File: config.mk
export PLATFORM = sky130hd
export DESIGN_NAME = telnet_command_filter_core_flat
export DESIGN_NICKNAME = d
export VERILOG_FILES = /design/src/rtl/core/tcf_pkg.sv /design/src/rtl/core/tcf_intf.sv /design/src/rtl/core/telnet_command_filter_core.sv /design/src/flat_wrapper.sv
export VERILOG_INCLUDE_DIRS = /design/src /design/src/rtl/core
export SDC_FILE = /design/constraint.sdc
export NUM_CORES = 1
export LEC_CHECK = 0
export BUFFER_PORTS_ARGS = -buffer_cell sky130_fd_sc_hd__buf_2
export CAP_MARGIN = 20
export CORE_ASPECT_RATIO = 1.1
export CORE_MARGIN = 5
export CORE_UTILIZATION = 50
export CTS_BUF_LIST = sky130_fd_sc_hd__clkbuf_8
export DETAILED_ROUTE_END_ITERATION = 16
export PLACE_DENSITY_LB_ADDON = 0.15
export REMOVE_ABC_BUFFERS = 1
export SLEW_MARGIN = 20
export SYNTH_ARGS = -nofsm -noshare
export SYNTH_HDL_FRONTEND = slang
export SYNTH_SLANG_ARGS = --single-unit
File: constraint.sdc
create_clock -name clk_i -period 1.9 [get_ports clk_i]
set_input_delay 0.19 -clock clk_i [delete_from_list [all_inputs] [get_ports clk_i]]
set_output_delay 0.19 -clock clk_i [all_outputs]
set_load 0.02 [all_outputs]
File: src/rtl/core/assert_macros.svh
// Assertion macros shared by the RTL in this folder.
// Each macro takes a label, the clock, the active-low reset, a property or expression and a message.
`ifndef ASSERT_MACROS_SVH
`define ASSERT_MACROS_SVH

`ifndef SYNTHESIS

// Property must hold at every rising clock edge outside reset.
`define ASSERT_AT(label, clk, rst_n, prop, msg) \
  label: assert property (@(posedge clk) disable iff (!rst_n) (prop)) else $error(msg);

// Expression must never be true outside reset.
`define ASSERT_NEVER(label, clk, rst_n, expr, msg) \
  label: assert property (@(posedge clk) disable iff (!rst_n) !(expr)) else $error(msg);

`else

`define ASSERT_AT(label, clk, rst_n, prop, msg)
`define ASSERT_NEVER(label, clk, rst_n, expr, msg)

`endif

`endif

File: src/rtl/core/tcf_pkg.sv
package tcf_pkg;

  // Width of one byte on the line.
  localparam int unsigned BYTE_W = 8;

  // Telnet command codes.
  localparam logic [BYTE_W-1:0] TN_IAC  = 8'hFF;
  localparam logic [BYTE_W-1:0] TN_SE   = 8'hF0;
  localparam logic [BYTE_W-1:0] TN_SB   = 8'hFA;
  localparam logic [BYTE_W-1:0] TN_WILL = 8'hFB;
  localparam logic [BYTE_W-1:0] TN_DO   = 8'hFD;
  localparam logic [BYTE_W-1:0] TN_WONT = 8'hFC;

  // Kind of a result word.
  localparam logic KIND_DATA  = 1'b0;
  localparam logic KIND_REPLY = 1'b1;

  // Position of a word within a three-word reply.
  localparam logic [1:0] REPLY_POS_IAC  = 2'd0;
  localparam logic [1:0] REPLY_POS_WONT = 2'd1;
  localparam logic [1:0] REPLY_POS_OPT  = 2'd2;

  // Receive parser modes.
  typedef enum logic [2:0] {
    MODE_NORMAL  = 3'd0,
    MODE_IAC     = 3'd1,
    MODE_WILL    = 3'd2,
    MODE_DO      = 3'd3,
    MODE_SUB     = 3'd4,
    MODE_SUB_IAC = 3'd5
  } tcf_mode_e;

endpackage

File: src/rtl/core/tcf_intf.sv
// Receive channel: one Telnet byte per word.
interface tcf_in_if import tcf_pkg::*; ();
  logic              valid;
  logic              ready;
  logic [BYTE_W-1:0] rx_byte;

  modport source (output valid, output rx_byte, input ready);
  modport sink (input valid, input rx_byte, output ready);
endinterface

// Result channel: data bytes for the application and reply bytes for the peer.
interface tcf_out_if import tcf_pkg::*; ();
  logic              valid;
  logic              ready;
  logic              out_kind;
  logic [BYTE_W-1:0] out_byte;
  logic              out_last;

  modport source (output valid, output out_kind, output out_byte, output out_last,
                  input ready);
  modport sink (input valid, input out_kind, input out_byte, input out_last,
                output ready);
endinterface

File: src/rtl/core/telnet_command_filter_core.sv
// Channel | Dir | Payload                     | Words per input byte
// in_i    | in  | rx_byte                     | 1
// out_o   | out | out_kind, out_byte, out_last| 0, 1 or 3
//
// A byte is decoded in the cycle it is accepted; its results sit in one result register.
// Bytes giving zero or one result are taken every cycle, even while the previous result
// waits, as long as that result leaves in the same cycle.
// A DO option byte makes a three-word reply; the input stalls while the reply is sent and the
// next byte is taken in the cycle the last reply word leaves.
// Reset puts the parser in normal data mode and empties the result register.
// A stall on out_o stalls in_i only once the result register holds a word not yet taken.
module telnet_command_filter_core import tcf_pkg::*; (
  input  logic      clk_i,
  input  logic      rst_ni,
  tcf_in_if.sink    in_i,
  tcf_out_if.source out_o
);

`include "assert_macros.svh"

  tcf_mode_e         mode_q, mode_d;
  logic              pend_valid_q, pend_valid_d;
  logic              pend_reply_q, pend_reply_d;
  logic [BYTE_W-1:0] pend_byte_q, pend_byte_d;
  logic [1:0]        pend_pos_q, pend_pos_d;

  logic              res_valid;
  logic              res_reply;
  logic              out_last;
  logic              out_fire;
  logic              in_fire;

  // Output word selection from the result register.
  always_comb begin
    out_last = 1'b1;
    out_o.out_byte = pend_byte_q;
    if (pend_reply_q) begin
      case (pend_pos_q)
        REPLY_POS_IAC:  out_o.out_byte = TN_IAC;
        REPLY_POS_WONT: out_o.out_byte = TN_WONT;
        default:        out_o.out_byte = pend_byte_q;
      endcase
      out_last = (pend_pos_q == REPLY_POS_OPT);
    end
  end

  assign out_o.valid    = pend_valid_q;
  assign out_o.out_kind = pend_reply_q ? KIND_REPLY : KIND_DATA;
  assign out_o.out_last = out_last;
  assign out_fire       = pend_valid_q && out_o.ready;

  // Take a new byte when the result register is free or drains its last word now.
  assign in_i.ready = !pend_valid_q || (out_o.ready && out_last);
  assign in_fire    = in_i.valid && in_i.ready;

  // Parser decode: next mode and the kind of result this byte causes.
  always_comb begin
    mode_d    = MODE_NORMAL;
    res_valid = 1'b0;
    res_reply = 1'b0;
    unique case (mode_q)
      MODE_IAC: begin
        if (in_i.rx_byte == TN_IAC) begin
          res_valid = 1'b1;
        end else if (in_i.rx_byte == TN_WILL) begin
          mode_d = MODE_WILL;
        end else if (in_i.rx_byte == TN_DO) begin
          mode_d = MODE_DO;
        end else if (in_i.rx_byte == TN_SB) begin
          mode_d = MODE_SUB;
        end
      end
      MODE_WILL: begin
        mode_d = MODE_NORMAL;
      end
      MODE_DO: begin
        res_valid = 1'b1;
        res_reply = 1'b1;
      end
      MODE_SUB: begin
        mode_d = (in_i.rx_byte == TN_IAC) ? MODE_SUB_IAC : MODE_SUB;
      end
      MODE_SUB_IAC: begin
        mode_d = (in_i.rx_byte == TN_SE) ? MODE_NORMAL : MODE_SUB;
      end
      default: begin
        if (in_i.rx_byte == TN_IAC) begin
          mode_d = MODE_IAC;
        end else begin
          res_valid = 1'b1;
        end
      end
    endcase
  end

  // Result register next value: load a new result, step through the reply, or empty it when the last word leaves.
  always_comb begin
    pend_valid_d = pend_valid_q;
    pend_reply_d = pend_reply_q;
    pend_byte_d  = pend_byte_q;
    pend_pos_d   = pend_pos_q;
    if (in_fire && res_valid) begin
      pend_valid_d = 1'b1;
      pend_reply_d = res_reply;
      pend_byte_d  = in_i.rx_byte;
      pend_pos_d   = REPLY_POS_IAC;
    end else if (out_fire) begin
      if (out_last) begin
        pend_valid_d = 1'b0;
      end else begin
        pend_pos_d = pend_pos_q + 2'd1;
      end
    end
  end

  // Control state.
  always_ff @(posedge clk_i or negedge rst_ni) begin
    if (!rst_ni) begin
      mode_q       <= MODE_NORMAL;
      pend_valid_q <= 1'b0;
      pend_reply_q <= 1'b0;
      pend_pos_q   <= REPLY_POS_IAC;
    end else begin
      if (in_fire) begin
        mode_q <= mode_d;
      end
      pend_valid_q <= pend_valid_d;
      pend_reply_q <= pend_reply_d;
      pend_pos_q   <= pend_pos_d;
    end
  end

  // Payload byte.
  always_ff @(posedge clk_i) begin
    pend_byte_q <= pend_byte_d;
  end

  // Checks on the parser and the result register.
  `ASSERT_NEVER(a_pos_range, clk_i, rst_ni, pend_valid_q && pend_pos_q == 2'd3, "reply position out of range")
  `ASSERT_NEVER(a_data_pos, clk_i, rst_ni, pend_valid_q && !pend_reply_q && pend_pos_q != REPLY_POS_IAC, "data word with nonzero position")
  `ASSERT_AT(a_do_reply, clk_i, rst_ni, in_fire && mode_q == MODE_DO |=> pend_valid_q && pend_reply_q && pend_pos_q == REPLY_POS_IAC, "DO option did not start a reply")
  `ASSERT_AT(a_sub_silent, clk_i, rst_ni, in_fire && mode_q == MODE_SUB |=> !pend_valid_q, "suboption byte produced a result")

endmodule
File: src/flat_wrapper.sv
// flat-port wrapper written by rule: the top's interface ports become plain ports
module telnet_command_filter_core_flat import tcf_pkg::*;
  (clk_i, rst_ni, in_i_valid, in_i_rx_byte, in_i_ready, out_o_valid, out_o_out_kind, out_o_out_byte, out_o_out_last, out_o_ready);
  tcf_in_if in_i_i ();
  tcf_out_if out_o_i ();
  input  logic clk_i;
  input  logic rst_ni;
  input wire logic [$bits(in_i_i.valid)-1:0] in_i_valid;
  input wire logic [$bits(in_i_i.rx_byte)-1:0] in_i_rx_byte;
  output wire logic [$bits(in_i_i.ready)-1:0] in_i_ready;
  output wire logic [$bits(out_o_i.valid)-1:0] out_o_valid;
  output wire logic [$bits(out_o_i.out_kind)-1:0] out_o_out_kind;
  output wire logic [$bits(out_o_i.out_byte)-1:0] out_o_out_byte;
  output wire logic [$bits(out_o_i.out_last)-1:0] out_o_out_last;
  input wire logic [$bits(out_o_i.ready)-1:0] out_o_ready;
  assign in_i_i.valid = in_i_valid;
  assign in_i_i.rx_byte = in_i_rx_byte;
  assign in_i_ready = in_i_i.ready;
  assign out_o_valid = out_o_i.valid;
  assign out_o_out_kind = out_o_i.out_kind;
  assign out_o_out_byte = out_o_i.out_byte;
  assign out_o_out_last = out_o_i.out_last;
  assign out_o_i.ready = out_o_ready;
  telnet_command_filter_core u_core (.clk_i(clk_i), .rst_ni(rst_ni), .in_i(in_i_i), .out_o(out_o_i));
endmodule
* After elaboration in Yosys (flattened, before gate mapping) *
Cells that the tools add are included.

operators by class
  $add $sub $neg = 1
  equal/unequal tests = 13
  muxes and demuxes = 22
  reductions and logical operators = 13

operator list
  kind                                                             number
  8-bit == test, second input constant                             5
  8-bit case mux with 2 select lines                               1
  3-bit 2-to-1 mux                                                 5
  3-bit case mux with 4 select lines                               1
  1-bit 2-to-1 mux                                                 10
  8-bit 2-to-1 mux                                                 1
  3-bit by 2-bit == test with 1-bit output, second input constant  2
  3-bit == test, second input constant                             2
  2-bit 2-to-1 mux                                                 3
  1-bit logical AND                                                4
  2-bit AND reduction                                              2
  2-bit nonzero test                                               2
  3-bit by 1-bit == test with 1-bit output, second input constant  1
  1-bit case mux with 3 select lines                               1
  3-bit OR reduction                                               1
  2-bit by 1-bit adder with 2-bit output, second input constant    1
  2-bit by 1-bit == test with 1-bit output, second input constant  1
  2-bit == test, second input constant                             1
  2-bit zero test                                                  1
  2-bit inequality test, second input constant                     1
  2-bit OR reduction                                               1
  1-bit zero test                                                  1
  1-bit logical OR                                                 1

word-level totals
  flip-flop bits (word level) = 15
  input bits = 12
  output and inout bits = 12
  logic and storage cells = 54

* Depth between registers and ports, before layout *
  word-level depth = 8
  depth in mapped cells = 6
  gate-level depth less buffers = 6

* Least setup slack after synthesis *
No wires, ideal clock.

  path kind = register to register
  start = register u_core.pend_pos_q[0]
  end = register u_core.pend_byte_q[0], enable pin
  library setup time = 355 ps
  arrival time = 1330 ps
  data required time = 1545 ps
  setup slack = 214 ps
  cell stages (with the launch flop) = 6
  buffers on the path = 0
  clock period less this slack = 1686 ps
  path through = dfrtp_1 > inv_1 > ha_1 > nand2b_2 > a31oi_4 > a21oi_2

on the way
  longest elaborated chain between the ends = 6

ends and longest elaborated chain
  item                    RTL line                           RTL
  from (decl)             telnet_command_filter_core.sv:25   logic [1:0] pend_pos_q, pend_pos_d;
  from (signal assigned)  telnet_command_filter_core.sv:129  pend_pos_q <= pend_pos_d;
  2-bit == test           telnet_command_filter_core.sv:43   out_last = (pend_pos_q == REPLY_POS_OPT);
  1-bit 2-to-1 mux        telnet_command_filter_core.sv:37   if (pend_reply_q) begin
  via out_o_out_last      flat_wrapper.sv:14                 output wire logic [$bits(out_o_i.out_last)-1:0] out_o_out_last;
  1-bit logical AND       telnet_command_filter_core.sv:53   assign in_i.ready = !pend_valid_q || (out_o.ready && out_last);
  1-bit logical OR        telnet_command_filter_core.sv:53
  1-bit logical AND       telnet_command_filter_core.sv:54   assign in_fire = in_i.valid && in_i.ready;
  1-bit logical AND       telnet_command_filter_core.sv:102  if (in_fire && res_valid) begin
  to (signal assigned)    telnet_command_filter_core.sv:135  pend_byte_q <= pend_byte_d;
  to (decl)               telnet_command_filter_core.sv:24   logic [BYTE_W-1:0] pend_byte_q, pend_byte_d;

The timed path passes the listed nets, and every way through them passes these cells.
A chain may end at the register's enable or synchronous reset.

* Worst setup path in the final report *
  start = register u_core.pend_pos_q[0]
  end = register u_core.pend_byte_q[0], enable pin

on the way
  longest elaborated chain between the ends = 6

ends and longest elaborated chain
  item               RTL line
  2-bit == test      telnet_command_filter_core.sv:43
  1-bit 2-to-1 mux   telnet_command_filter_core.sv:37
  1-bit logical AND  telnet_command_filter_core.sv:53
  1-bit logical OR   telnet_command_filter_core.sv:53
  1-bit logical AND  telnet_command_filter_core.sv:54
  1-bit logical AND  telnet_command_filter_core.sv:102

Every way passes these cells.

==> metrics.md <==
| Metric | Value |
|---|---|
| Status | `complete, no violations` |
| Yosys cell types | `39` |
| Largest cells by area after synthesis | `edfxtp_1 (27%), dfrtp_1 (20%), nand2b_1 (5.0%)` |
| FF+latch count, synth | `15` |
| Reg clk slew, reported paths | `0.06 ns` |
| CTS root buf | `clkbuf_8` |
| Drt initial violations | `15` |
| Min setup slack post-route | `0.223 ns` |
| Tmin final | `1.68 ns` |
| Chip width | `50.1 um` |
| Critical-path maximum fanout | `10` |
| Wire per inst | `14.0 um` |
| Synth warn | `0` |
| Grt ovf | `0` |
| Post-synth top area share | `0.272` |
| IO Pins | `24` |
| Initial antenna violation count | `0` |
| Reg2reg setup slack | `0.22 ns` |
| Residual DRC | `0` |
| Final Skew | `0.00453 ns` |
| RSZ-0062 raised after global routing | `no` |
| Maxcap violations | `0` |
| Commonest non-fill, non-tap cell in the layout | `buf_2` |
| Sequence of cells on the critical path | `inv_1, ha_1, nand2b_2, a31oi_4, a21oi_2, buf_4` |
| H-tree depth | `1` |
| DP Cell Count | `124` |
| Crit path kind | `reg2reg` |
| Number of global-route vias before repair | `717` |
| Post-Syn Instances | `83` |
| Register area share after synthesis | `0.470` |
| Starting Density | `0.513` |
| Worst slew margin | `0.783` |
| Crit path largest cell delay | `0.35 ns` |
| Pin count of the biggest net entering global routing | `12` |
| Number of inserted diodes | `0` |
| Startpoint types | `register` |
| First-pass GRT wire length | `3100 um` |
| Clk sink count | `15` |
| Fmax | `0.596 GHz` |
| TNS Setup | `0 ns` |
| Pre-CTS setup slack | `0.243 ns` |
| Cell Area, Synth | `883 sq um` |
| Routed Antenna Nets | `0` |
| Final net count | `127` |
| Drt first pass iters | `4` |
| Final wirelength | `1810 um` |
| # setup viols final | `0` |
| Finished Core Util | `0.629` |
| FILL cells | `156` |
| Critical path data arrival time | `1.67 ns` |
| Finished Cell Area | `0.00108 sq mm` |
| Vias | `727` |
| Post-synth top area cell | `edfxtp_1` |
| Req. time, crit path | `1.90 ns` |
| PortBufs | `23` |
| Worst slew pin tran | `0.326 ns` |
| Pwr per Cell Area | `654 mW/mm^2` |
| Share of cells above drive strength 1 | `0.351` |
| Nature of the critical path endpoint | `register` |
| Vias per Instance | `5.64` |
| Final hold violations | `0` |
| Final cell count without fillers | `129` |
| Area grow syn2layout | `22.7%` |
| Avg Synthesized Cell Area | `10.6 sq um` |
| Die Ht | `54.1 um` |
| Commonest non-fill, non-tap cells in the layout | `buf_2 (23), nand2_1 (8), edfxtp_1 (8)` |
| P_leak | `0.472 nW` |
| DP Area | `0.00103 sq mm` |
| Cts bufs inserted | `3` |
| Final HPWL DP | `1460 um` |
| Fin crit share | `0.883` |
| Gpl congestion | `0.815` |
| Fin. max-slew vios | `0` |
| Global Route Usage Sum | `0.150` |
| Min-Delay Path Class | `in2reg` |
| Slowest-stage cell, CP | `dfrtp_1` |
| Worst VDD drop | `0.000336 V` |
| CTS max path bufs | `2` |
| CTS tree | `built` |
| CORE AREA | `0.00172 sq mm` |
| Clock Latency Late Sink | `0.24 ns` |
| Num rows | `16` |
| Total die area | `0.00271 sq mm` |
-- critical path, delay by kind of cell, from the launching register on --
family | cells | cell delay (ns)
adders and majority gates | 1 | 0.21
and+or+nand+nor | 1 | 0.21
buffers and inverters | 2 | 0.27
AOI/OAI and AO/OA | 2 | 0.39
DFF | 1 | 0.35
-- timing repair --
| action | 4_1_cts | 5_1_grt |
|---|---|---|
| hold buffers | 1 | 0 |
| endpoints found under the setup margin | 0 | 0 |
| gates resized for setup | 0 | 0 |
| endpoints found under the hold margin | 7 | 0 |
| setup buffers | 0 | 0 |
-- power breakdown --
part           internal, mW  switching, mW  leakage (nW)  total, mW
registers             0.360        0.00462         0.171      0.364
logic                0.0360         0.0616         0.276     0.0975
clock network         0.145          0.102        0.0255      0.246
total                 0.540          0.168         0.472      0.708
-- worst paths after layout --
path,cells past startpoint,from,end
min in group asynchronous,2,rst_ni,u_core.mode_q[2]
max in group asynchronous,2,rst_ni,u_core.pend_pos_q[1]
setup reg to reg,6,u_core.pend_pos_q[0],u_core.pend_byte_q[0]
setup / recovery,6,u_core.pend_pos_q[0],u_core.pend_byte_q[0]
hold reg to reg,1,u_core.out_o.valid,u_core.out_o.valid
hold / removal,1,in_i_rx_byte[4],u_core.pend_byte_q[4]
-- state kept, by name, summed over array words and instances, names as in the netlist --
signal               flops
u_core.mode_q            3
u_core.out_o.valid       1
u_core.pend_reply_q      1
u_core.pend_pos_q        2
u_core.pend_byte_q       8
-- layer usage --
| layer | wire [um] | global-route usage |
|---|---|---|
| met5 | 0 | 0 |
| met4 | 10 | 0.0393 |
| met3 | 85 | 0.0277 |
| met2 | 990 | 0.280 |
| met1 | 723 | 0.174 |
-- layout make-up --
class / instances / area (sq um) / area share
Sequential cell: 15 / 415 / 0.383
Clock inverter: 1 / 5.00 / 0.00462
Multi-Input combinational cell: 61 / 440 / 0.406
Clock buffer: 3 / 41.3 / 0.0381
Tap cell: 18 / 22.5 / 0.0208
Timing Repair Buffer: 26 / 140 / 0.129
Inverter: 5 / 18.8 / 0.0173
-- Yosys cell counts --
master	instances
dfrtp_1	7
xor2_1	1
or4_4	1
a41oi_1	1
o21ai_0	4
and3_1	1
buf_2	1
nor2_1	6
inv_1	5
a22oi_1	1
o22ai_1	1
mux2i_1	1
nand2b_2	1
o311ai_2	1
a22o_1	1
and2_1	1
nor2b_1	1
nand3b_1	2
a21oi_2	1
a32o_2	1
xnor2_1	1
edfxtp_1	8
o31ai_2	1
nand2b_1	7
a21oi_1	1
clkbuf_1	1
nand3_1	2
nand4_2	1
nand4_1	1
a31oi_4	1
nand2_1	8
nor3_1	2
and4_2	1
o31ai_1	1
nor2_2	1
o211ai_1	1
ha_1	3
nand4b_1	1
o32a_1	2
-- cells by family after synthesis --
family | synth area share
simple gates | 0.242
compound gates | 0.183
flops | 0.470
buf+inv | 0.0312
fa+ha+maj | 0.0425
xor+xnor | 0.0198
mux | 0.0113
-- through the flow --
step / power, mW / hold slack (ns)
floorplan: 0.420 / -0.106
global placement: 0.465 / 0.0366
detailed placement: 0.468 / 0.0373
CTS: 0.713 / 0.162
global route: 0.751 / 0.151
finish: 0.708 / 0.161
(Power assumes the default switching activity.)
